--- config.mk ---
export PLATFORM = sky130hd
export DESIGN_NAME = vtp_queue
export DESIGN_NICKNAME = d
export VERILOG_FILES = /design/src/rtl/vtp_pkg.sv /design/src/rtl/vtp_queue.sv
export VERILOG_INCLUDE_DIRS = /design/src /design/src/rtl
export SDC_FILE = /design/constraint.sdc
export NUM_CORES = 1
export LEC_CHECK = 0
export ABC_AREA = 1
export ABC_CLOCK_PERIOD_IN_PS = 4400
export BUFFER_PORTS_ARGS = -buffer_cell sky130_fd_sc_hd__buf_2
export CAP_MARGIN = 20
export CORE_MARGIN = 3
export CORE_UTILIZATION = 30
export CTS_BUF_LIST = sky130_fd_sc_hd__clkbuf_8
export CTS_CLUSTER_SIZE = 25
export DETAILED_ROUTE_END_ITERATION = 6
export PLACE_DENSITY_LB_ADDON = 0.05
export RECOVER_POWER = 25
export SYNTH_ARGS = -nofsm -noshare
export SYNTH_HDL_FRONTEND = slang
export SYNTH_SLANG_ARGS = --single-unit
export TNS_END_PERCENT = 1
--- constraint.sdc ---
create_clock -name clk_i -period 4.4 [get_ports clk_i]
set_input_delay 0.44 -clock clk_i [delete_from_list [all_inputs] [get_ports clk_i]]
set_output_delay 0.44 -clock clk_i [all_outputs]
set_load 0.005 [all_outputs]
--- src/rtl/vertex_transform_project_top_macros.svh ---
// Assertion macros shared by the vertex transform RTL.
// Needs clk_i and rst_ni in the scope of each use.
`ifndef VERTEX_TRANSFORM_PROJECT_TOP_MACROS_SVH
`define VERTEX_TRANSFORM_PROJECT_TOP_MACROS_SVH

// Check a property on every rising clock edge outside reset.
`define VTP_ASSERT(lbl, prop, msg) \
  lbl: assert property (@(posedge clk_i) disable iff (!rst_ni) prop) else $error(msg);

// Check that a condition never holds outside reset.
`define VTP_NEVER(lbl, cond, msg) \
  lbl: assert property (@(posedge clk_i) disable iff (!rst_ni) !(cond)) else $error(msg);

`endif

--- src/rtl/vtp_pkg.sv ---
// Package for the vertex transform block: payload structs, register indexes.
// No dependencies.
`timescale 1ns / 1ps

package vtp_pkg;

  localparam int IO_WIDTH      = 32;
  localparam int ROW_WIDTH     = 64;
  localparam int LANE_WIDTH    = 16;
  localparam int NUM_ROWS      = 4;
  localparam int CFG_IDX_WIDTH = 3;

  typedef enum logic [CFG_IDX_WIDTH-1:0] {
    CFG_ROW0    = 3'd0,
    CFG_ROW1    = 3'd1,
    CFG_ROW2    = 3'd2,
    CFG_ROW3    = 3'd3,
    CFG_PROJECT = 3'd4
  } cfg_idx_e;

  typedef struct packed {
    logic signed [IO_WIDTH-1:0] vin_x;
    logic signed [IO_WIDTH-1:0] vin_y;
    logic signed [IO_WIDTH-1:0] vin_z;
    logic signed [IO_WIDTH-1:0] vin_w;
  } vin_t;

  typedef struct packed {
    logic signed [IO_WIDTH-1:0] vout_x;
    logic signed [IO_WIDTH-1:0] vout_y;
    logic signed [IO_WIDTH-1:0] vout_z;
    logic signed [IO_WIDTH-1:0] vout_w;
    logic                       w_was_zero;
    logic                       saturated;
  } vout_t;

  typedef logic [ROW_WIDTH-1:0] row_t;

endpackage

--- src/rtl/vtp_queue.sv ---
// Small register queue between the front and back ends.
// Depends on vtp_pkg and the assertion macro header.
`timescale 1ns / 1ps
`include "vertex_transform_project_top_macros.svh"

module vtp_queue import vtp_pkg::*; #(
  parameter int WIDTH = 130,
  parameter int DEPTH = 4,
  localparam int PTRW = (DEPTH > 1) ? $clog2(DEPTH) : 1,
  localparam int CNTW = $clog2(DEPTH + 1)
) (
  input  logic             clk_i,
  input  logic             rst_ni,
  input  logic             push_i,
  input  logic [WIDTH-1:0] data_i,
  input  logic             pop_i,
  output logic [WIDTH-1:0] data_o,
  output logic             empty_o,
  output logic [CNTW-1:0]  count_o
);

  logic [WIDTH-1:0] mem [DEPTH];
  logic [PTRW-1:0]  wr_q, rd_q;
  logic [CNTW-1:0]  count_q;
  logic             full;

  assign full    = (count_q == CNTW'(DEPTH));
  assign empty_o = (count_q == '0);
  assign count_o = count_q;
  assign data_o  = mem[rd_q];

  always_ff @(posedge clk_i) begin
    if (push_i) begin
      mem[wr_q] <= data_i;
    end
  end

  always_ff @(posedge clk_i or negedge rst_ni) begin
    if (!rst_ni) begin
      wr_q    <= '0;
      rd_q    <= '0;
      count_q <= '0;
    end else begin
      if (push_i) begin
        wr_q <= (wr_q == PTRW'(DEPTH - 1)) ? '0 : wr_q + 1'b1;
      end
      if (pop_i) begin
        rd_q <= (rd_q == PTRW'(DEPTH - 1)) ? '0 : rd_q + 1'b1;
      end
      if (push_i && !pop_i) begin
        count_q <= count_q + 1'b1;
      end else if (pop_i && !push_i) begin
        count_q <= count_q - 1'b1;
      end
    end
  end

  `VTP_NEVER(a_no_overflow, push_i && full && !pop_i, "queue overflow")
  `VTP_NEVER(a_no_underflow, pop_i && empty_o, "queue underflow")
  `VTP_ASSERT(a_count_up, push_i && !pop_i |=> count_q == $past(count_q) + 1'b1, "count slip")

endmodule

==> results_dict.tcl, run 1 <==
set metrics [dict create \
    gr-usage-all-layers 0.140 \
    setup_tns_ns 0 \
    cts_root_buffer "clkbuf_8" \
    area_delta_synth_final_pct 23.1 \
    skew_ns 0.0223 \
    drv_cap 0 \
    timing.final.crit_share 0.734 \
    antenna_found_initial 4 \
    arrival_ns 2.79 \
    first_iter_violations 528 \
    overflow 0 \
    synth_common_cells "edfxtp_1 (520), nand2_1 (405), inv_1 (271)" \
    synthXorXnorAreaFrac 0.000410 \
    pre_cts_slack_ns 1.84 \
    cp.required_ns 3.96 \
    power.density_nw_per_um2 592 \
    drive_gt1_frac 0.169 \
    slew_viol_final 0 \
    cts.clk_slew.worst_paths_ns 0.05 \
    start_util 0.304 \
    synthAdderAreaFrac 0.00445 \
    relSlewSlack 0.347 \
    syn-cell-area_um2 21400 \
    worstSetupStartpointType "register" \
    vias_per_cell 4.31 \
    num_vias 12985 \
    status "finished, final reports clean" \
    grt_pass1_vias 13245 \
    rrSetupSlack_ns 2.15 \
    path_cells "inv_16, buf_12, nand2_1, o211ai_1, nand2_1, buf_2" \
    die_h_um 273 \
    synth_most_common_cell "edfxtp_1" \
    fmax_mhz 310 \
    synth_area_leaders "edfxtp_1 (73%), o211ai_1 (8.1%), nand2_1 (7.1%), inv_1 (4.8%), buf_6 (2.8%)" \
    htreeDepth 3 \
    nFillCells 6897 \
    synth-simple-area-share 0.0722 \
    wirelength_um 52000 \
    setup-violations-final 0 \
    cts_resized 0 \
    place.port_buffers 267 \
    hp-class "primary input to register" \
    async_flop_share 0.0133 \
    synth_top_family_by_area "compound AO/OA/AOI/OAI gates" \
    synth_compound_area_frac 0.0993 \
    crit_path_top_delay_cell "inv_16" \
    syn_inst 1568 \
    synth-main-ff-cell "edfxtp_1" \
    synthMuxAreaShare 0 \
    yosys_warnings 0 \
    finalHoldViolations 0 \
    cts_tree "yes" \
    final_core_util 0.374 \
    row_count 97 \
    cts_buffer_depth 3 \
    drcViolationCount 0 \
    crit_fanout 226 \
    synth_top_area_share 0.731 \
    cts_sinks 527 \
    grt_max_degree 227 \
    coreArea_um2 70300 \
    ir_worst_vdd_uv 542 \
    worstSkewPairLatency_ns 0.64 \
    drt_pass1_iterations 5 \
    cts_setup_buffers 0 \
    fin_nets 2137 \
    synth-edff-count 520 \
    fp.dieArea_um2 74500 \
    rsz0062_at_grt "false" \
    hpwl_um 28800 \
    io_pins 268 \
    die_w_um 273 \
    ant_nets 0 \
    grt_pass1_wl_um 79800 \
    hold_buffers 132 \
    critical-path-max-stage-delay_ns 0.55 \
    syn_area_per_cell_um2 13.6 \
    wl_per_cell_um 17.3 \
    critPathKind "register to output port" \
    routabilityCongestion 0.702 \
    crit_top_cell "nand2_1" \
    end_kind "output port" \
    cts_inserted_buffers 95 \
    synth.distinct_cells 21 \
    leakagePower_nw 10.5 \
    synth_nets 1709 \
    ys_seq_area_frac 0.739 \
    worstMarginPinSlew_ns 0.979 \
    synth_largest_area_cell "edfxtp_1" \
    ys_ff_latch 527 \
    finalWorstSetupSlack_ns 1.17 \
    fin_crit_ns 3.23 \
]
==> cell type report <==
class,instances,area [um2],share of cell area
Sequential cell,527,15800,0.600
Multi-Input combinational cell,682,3770,0.143
Timing Repair Buffer,417,2790,0.106
Clock buffer,101,1390,0.0528
Tap cell,940,1180,0.0447
Inverter,273,1070,0.0405
Clock inverter,67,312,0.0118
Antenna cell,5,12.5,0.000476
==> logic make-up (layout without fill, tap and decap cells) <==
group,count (synthesis),in the layout
flops,527,527
xor+xnor,1,1
compound gates,264,264
fa+ha+maj,7,7
simple gates,410,410
other cells,0,5
buf+inv,359,858
==> final timing paths <==
check                                        from                      to  depth (start not counted)
max                           rd_q[0]$_DFFE_PN0P_              data_o[27]                          6
min                                        push_i     wr_q[0]$_DFFE_PN0P_                          2
max reg2reg                   wr_q[0]$_DFFE_PN0P_   mem[2][107]$_DFFE_PP_                          5
min reg2reg                count_o[2]$_DFFE_PN0P_  count_o[2]$_DFFE_PN0P_                          2
max in group asynchronous                  rst_ni     rd_q[1]$_DFFE_PN0P_                          2
min in group asynchronous                  rst_ni  count_o[2]$_DFFE_PN0P_                          2
==> metrics by stage <==
stage / hold slack [ns] / std cells / power (mW) / instance area, um2
global placement: 0.300 / 2707 / 11.6 / 23400
detailed placement: 0.299 / 2707 / 11.7 / 23400
finish: 0.135 / 3012 / 15.6 / 26300
CTS: 0.0519 / 3007 / 16.0 / 26400
floorplan: 0.144 / 1568 / 9.88 / 21400
global route: 0.0720 / 3009 / 16.7 / 26300
==> cells in the final DEF (no fill, tap or decap) <==
master	instances
dfrtp_1	6
nor2_1	2
o211ai_2	30
fa_1	1
dfrtp_4	1
nand4_1	1
clkbuf_1	81
buf_4	10
clkinv_8	1
ha_1	6
inv_6	7
diode_2	5
buf_2	186
edfxtp_1	520
clkbuf_8	101
clkinv_1	19
o211ai_1	230
nand2_1	405
nor3_1	1
bufinv_16	1
o21ai_0	3
xnor2_1	1
o21ai_1	1
dlygate4sd3_1	132
inv_8	1
inv_1	307
nand3_1	1
inv_16	1
clkinv_2	3
buf_12	8
==> critical path: cells and delay by family, from the launching register on <==
kind            cells  cell delay (ns)
buf+inv             3             1.10
flops               1             0.50
simple gates        2             0.26
compound gates      1             0.10
==> power by group <==
group / internal [mW] / switching (mW) / total [mW] / leakage [nW]
clock network: 2.16 / 1.99 / 4.15 / 1.02
registers: 6.43 / 0.204 / 6.64 / 4.86
logic: 1.63 / 3.16 / 4.79 / 4.59
total: 10.2 / 5.35 / 15.6 / 10.5
==> flip-flops by register name (all words and copies together), names as in the netlist <==
signal   flops
mem        520
count_o      3
rd_q         2
wr_q         2
==> metal layers <==
layer | up-vias | GRT usage | part of all wire
met5 | - | 0 | 0
li1 | 6393 | - | -
met1 | 6234 | 0.172 | 0.44
met4 | 0 | 0.0469 | 0.027
met3 | 104 | 0.0380 | 0.052
met2 | 254 | 0.237 | 0.48
Note: power is estimated with default switching activity, not from simulation.
==> run 2, diff against run 1 <==
--- a/config.mk
+++ b/config.mk
@@ -6,8 +6,8 @@
 export SDC_FILE = /design/constraint.sdc
 export NUM_CORES = 1
 export LEC_CHECK = 0
-export ABC_AREA = 1
-export ABC_CLOCK_PERIOD_IN_PS = 4400
+export ABC_AREA = 0
+export ABC_CLOCK_PERIOD_IN_PS = 2750
 export BUFFER_PORTS_ARGS = -buffer_cell sky130_fd_sc_hd__buf_2
 export CAP_MARGIN = 20
 export CORE_MARGIN = 3
==> constraint.sdc (replaced) <==
create_clock -name clk_i -period 2.75 [get_ports clk_i]
set_input_delay 0.275 -clock clk_i [delete_from_list [all_inputs] [get_ports clk_i]]
set_output_delay 0.275 -clock clk_i [all_outputs]
set_load 0.005 [all_outputs]
==> results_dict.tcl, run 2 <==
set metrics [dict create \
    status "finished, final reports clean" \
    coreArea_um2 63100 \
    critPathKind "register to output port" \
    cts_buffer_depth 3 \
    synthAdderAreaFrac 0.00496 \
    largest_reg_flops 520 \
    die_w_um 259 \
    cts_root_buffer "clkbuf_8" \
    fin_area_um2 24800 \
    synth_common_cells "edfxtp_1 (520), mux4_2 (130), buf_2 (15)" \
    wl_met2_um 21300 \
    crit_path_top_delay_cell "mux4_2" \
    vias_per_cell 4.36 \
    cts.clk_slew.worst_paths_ns 0.06 \
    placed_area_um2 21800 \
    layout_commonest_cell "edfxtp_1" \
    wl_met3_um 2520 \
    fin_crit_ns 2.57 \
    synth_most_common_cell "edfxtp_1" \
    arrival_ns 2.29 \
    end_kind "output port" \
    htreeDepth 3 \
    ir_worst_vdd_uv 433 \
    gr-usage-all-layers 0.132 \
    synth-main-ff-cell "edfxtp_1" \
    critPathBufInv 3 \
    grt_pass1_vias 10533 \
    num_vias 9300 \
    power.density_nw_per_um2 982 \
    antenna_found_initial 3 \
    async_flop_share 0.0133 \
    relSlewSlack 0.634 \
    final_cell_mix "edfxtp_1 (520), buf_2 (184), dlygate4sd3_1 (134), mux4_2 (130), clkbuf_8 (95)" \
    hp-class "primary input to register" \
    synth_compound_area_frac 0.000523 \
    area_delta_synth_final_pct 29.5 \
    finalHoldViolations 0 \
    synth_area_leaders "edfxtp_1 (82%), mux4_2 (15%), dfrtp_1 (0.91%), buf_6 (0.59%), buf_2 (0.39%)" \
    routabilityCongestion 0.670 \
    cts_tree "yes" \
    row_count 92 \
    synthMuxAreaShare 0.155 \
    rrSetupSlack_ns 0.87 \
    worstSetupStartpointType "register" \
    syn-cell-area_um2 19200 \
    ys_seq_area_frac 0.824 \
    slew_viol_final 0 \
    wirelength_um 43500 \
    rsz0062_at_grt "false" \
    synth-simple-area-share 0.00255 \
    cts_sinks 527 \
    drt_pass1_iterations 6 \
    crit_family "buffers and inverters" \
    place.port_buffers 267 \
    synthXorXnorAreaFrac 0.00137 \
    cts_inserted_buffers 93 \
    finalWorstSetupSlack_ns 0.184 \
    worstSkewPairLatency_ns 0.66 \
    wl_per_cell_um 20.4 \
    ys_ff_latch 527 \
    grt_max_degree 72 \
    drv_cap 0 \
    top_layer "met5" \
    fp.dieArea_um2 66900 \
    start_util 0.304 \
    syn_inst 716 \
    synth-edff-count 520 \
    hpwl_um 25500 \
    fmax_mhz 390 \
    path_cells "buf_12, buf_12, mux4_2, buf_2" \
    syn_area_per_cell_um2 26.8 \
    drive_gt1_frac 0.364 \
    crit_fanout 23 \
    crit_top_cell "buf_12" \
    grt_pass1_wl_um 66400 \
    first_iter_violations 430 \
    setup-violations-final 0 \
    pre_cts_slack_ns 0.718 \
    regMostFlops "mem" \
    cp.required_ns 2.48 \
    synth_top_family_by_area "multiplexers" \
    synth_largest_area_cell "edfxtp_1" \
    die_h_um 259 \
    io_pins 268 \
    leakagePower_nw 8.37 \
    critical-path-max-stage-delay_ns 0.57 \
    skew_ns 0.0307 \
    overflow 0 \
    worstMarginPinSlew_ns 0.549 \
    synth.distinct_cells 18 \
    drcViolationCount 0 \
    yosys_warnings 0 \
    drt-met1-wl_um 18600 \
    final_core_util 0.393 \
    timing.final.crit_share 0.933 \
    fin_nets 1353 \
    synth_nets 857 \
    ant_nets 0 \
    synth_top_area_share 0.815 \
]
run 2: changes by cell type after synthesis, moves of 2 or more:
cell / delta
xor2_1: +2
mux2_2: +3
nand2_1: -403
buf_4: -11
and2_1: +4
buf_6: -43
o211ai_1: -230
mux4_2: +130
inv_1: -267
o211ai_2: -30
clkbuf_1: -2
run 2: routing by layer:
metal  track usage  vias to the layer above
met5             0                        -
met2         0.216                      234
met4        0.0484                        2
met1         0.169                     4861
li1              -                     4127
met3        0.0375                       76
run 2: cell families (layout without fill, tap and decap cells):
logic type,count (synthesis),after routing
AO/OA/AOI/OAI,2,2
adder cells (fa/ha/maj),7,7
AND/OR/NAND/NOR,10,10
buffers and inverters,34,603
flip-flops,527,527
XOR/XNOR,3,3
other,0,2
multiplexers,133,133
run 2: through the flow:
step                total power, mW  TNS (ns)  hold WS, ns  std cells
floorplan                      14.7   -517.09      -0.0206        716
global placement               17.8         0        0.136       1828
detailed placement             17.8         0        0.137       1828
CTS                            25.1         0        0.274       2131
global route                   25.8         0        0.369       2132
finish                         24.3         0        0.384       2133
run 2: cell type report:
class                           count  area [um2]
Tap cell                          846        1060
Inverter                            4        15.0
Multi-Input combinational cell    155        3150
Fill cell                        5898       38300
Clock buffer                       95        1310
Antenna cell                        2        5.00
Timing Repair Buffer              431        3010
Clock inverter                     73         453
Sequential cell                   527       15800
run 2: what timing repair did:
| item | 4_1_cts | 5_1_grt |
|---|---|---|
| hold buffers | 134 | 0 |
| hold endpoints to repair | 531 | 0 |
| resized for setup | 0 | 0 |
| endpoints found under the setup margin | 25 | 0 |
| buffers inserted | 1 | 0 |
run 2: path summary, 6_finish.rpt:
kind / from / endpoint / cells past startpoint
worst min-delay path: data_i[46] / mem[3][46]$_DFFE_PP_ / 2
min in group asynchronous: rst_ni / count_o[1]$_DFFE_PN0P_ / 3
worst max-delay path: rd_q[0]$_DFFE_PN0P_ / data_o[109] / 4
worst min register to register: count_o[2]$_DFFE_PN0P_ / count_o[2]$_DFFE_PN0P_ / 1
worst max register to register: wr_q[0]$_DFFE_PN0P_ / mem[2][58]$_DFFE_PP_ / 4
max in group asynchronous: rst_ni / rd_q[1]$_DFFE_PN0P_ / 3
run 2: power by group:
group | leakage, nW | internal (mW) | switching [mW]
Combinational | 2.54 | 3.39 | 3.44
Sequential | 4.86 | 10.3 | 0.358
Clock | 0.975 | 3.70 | 3.17
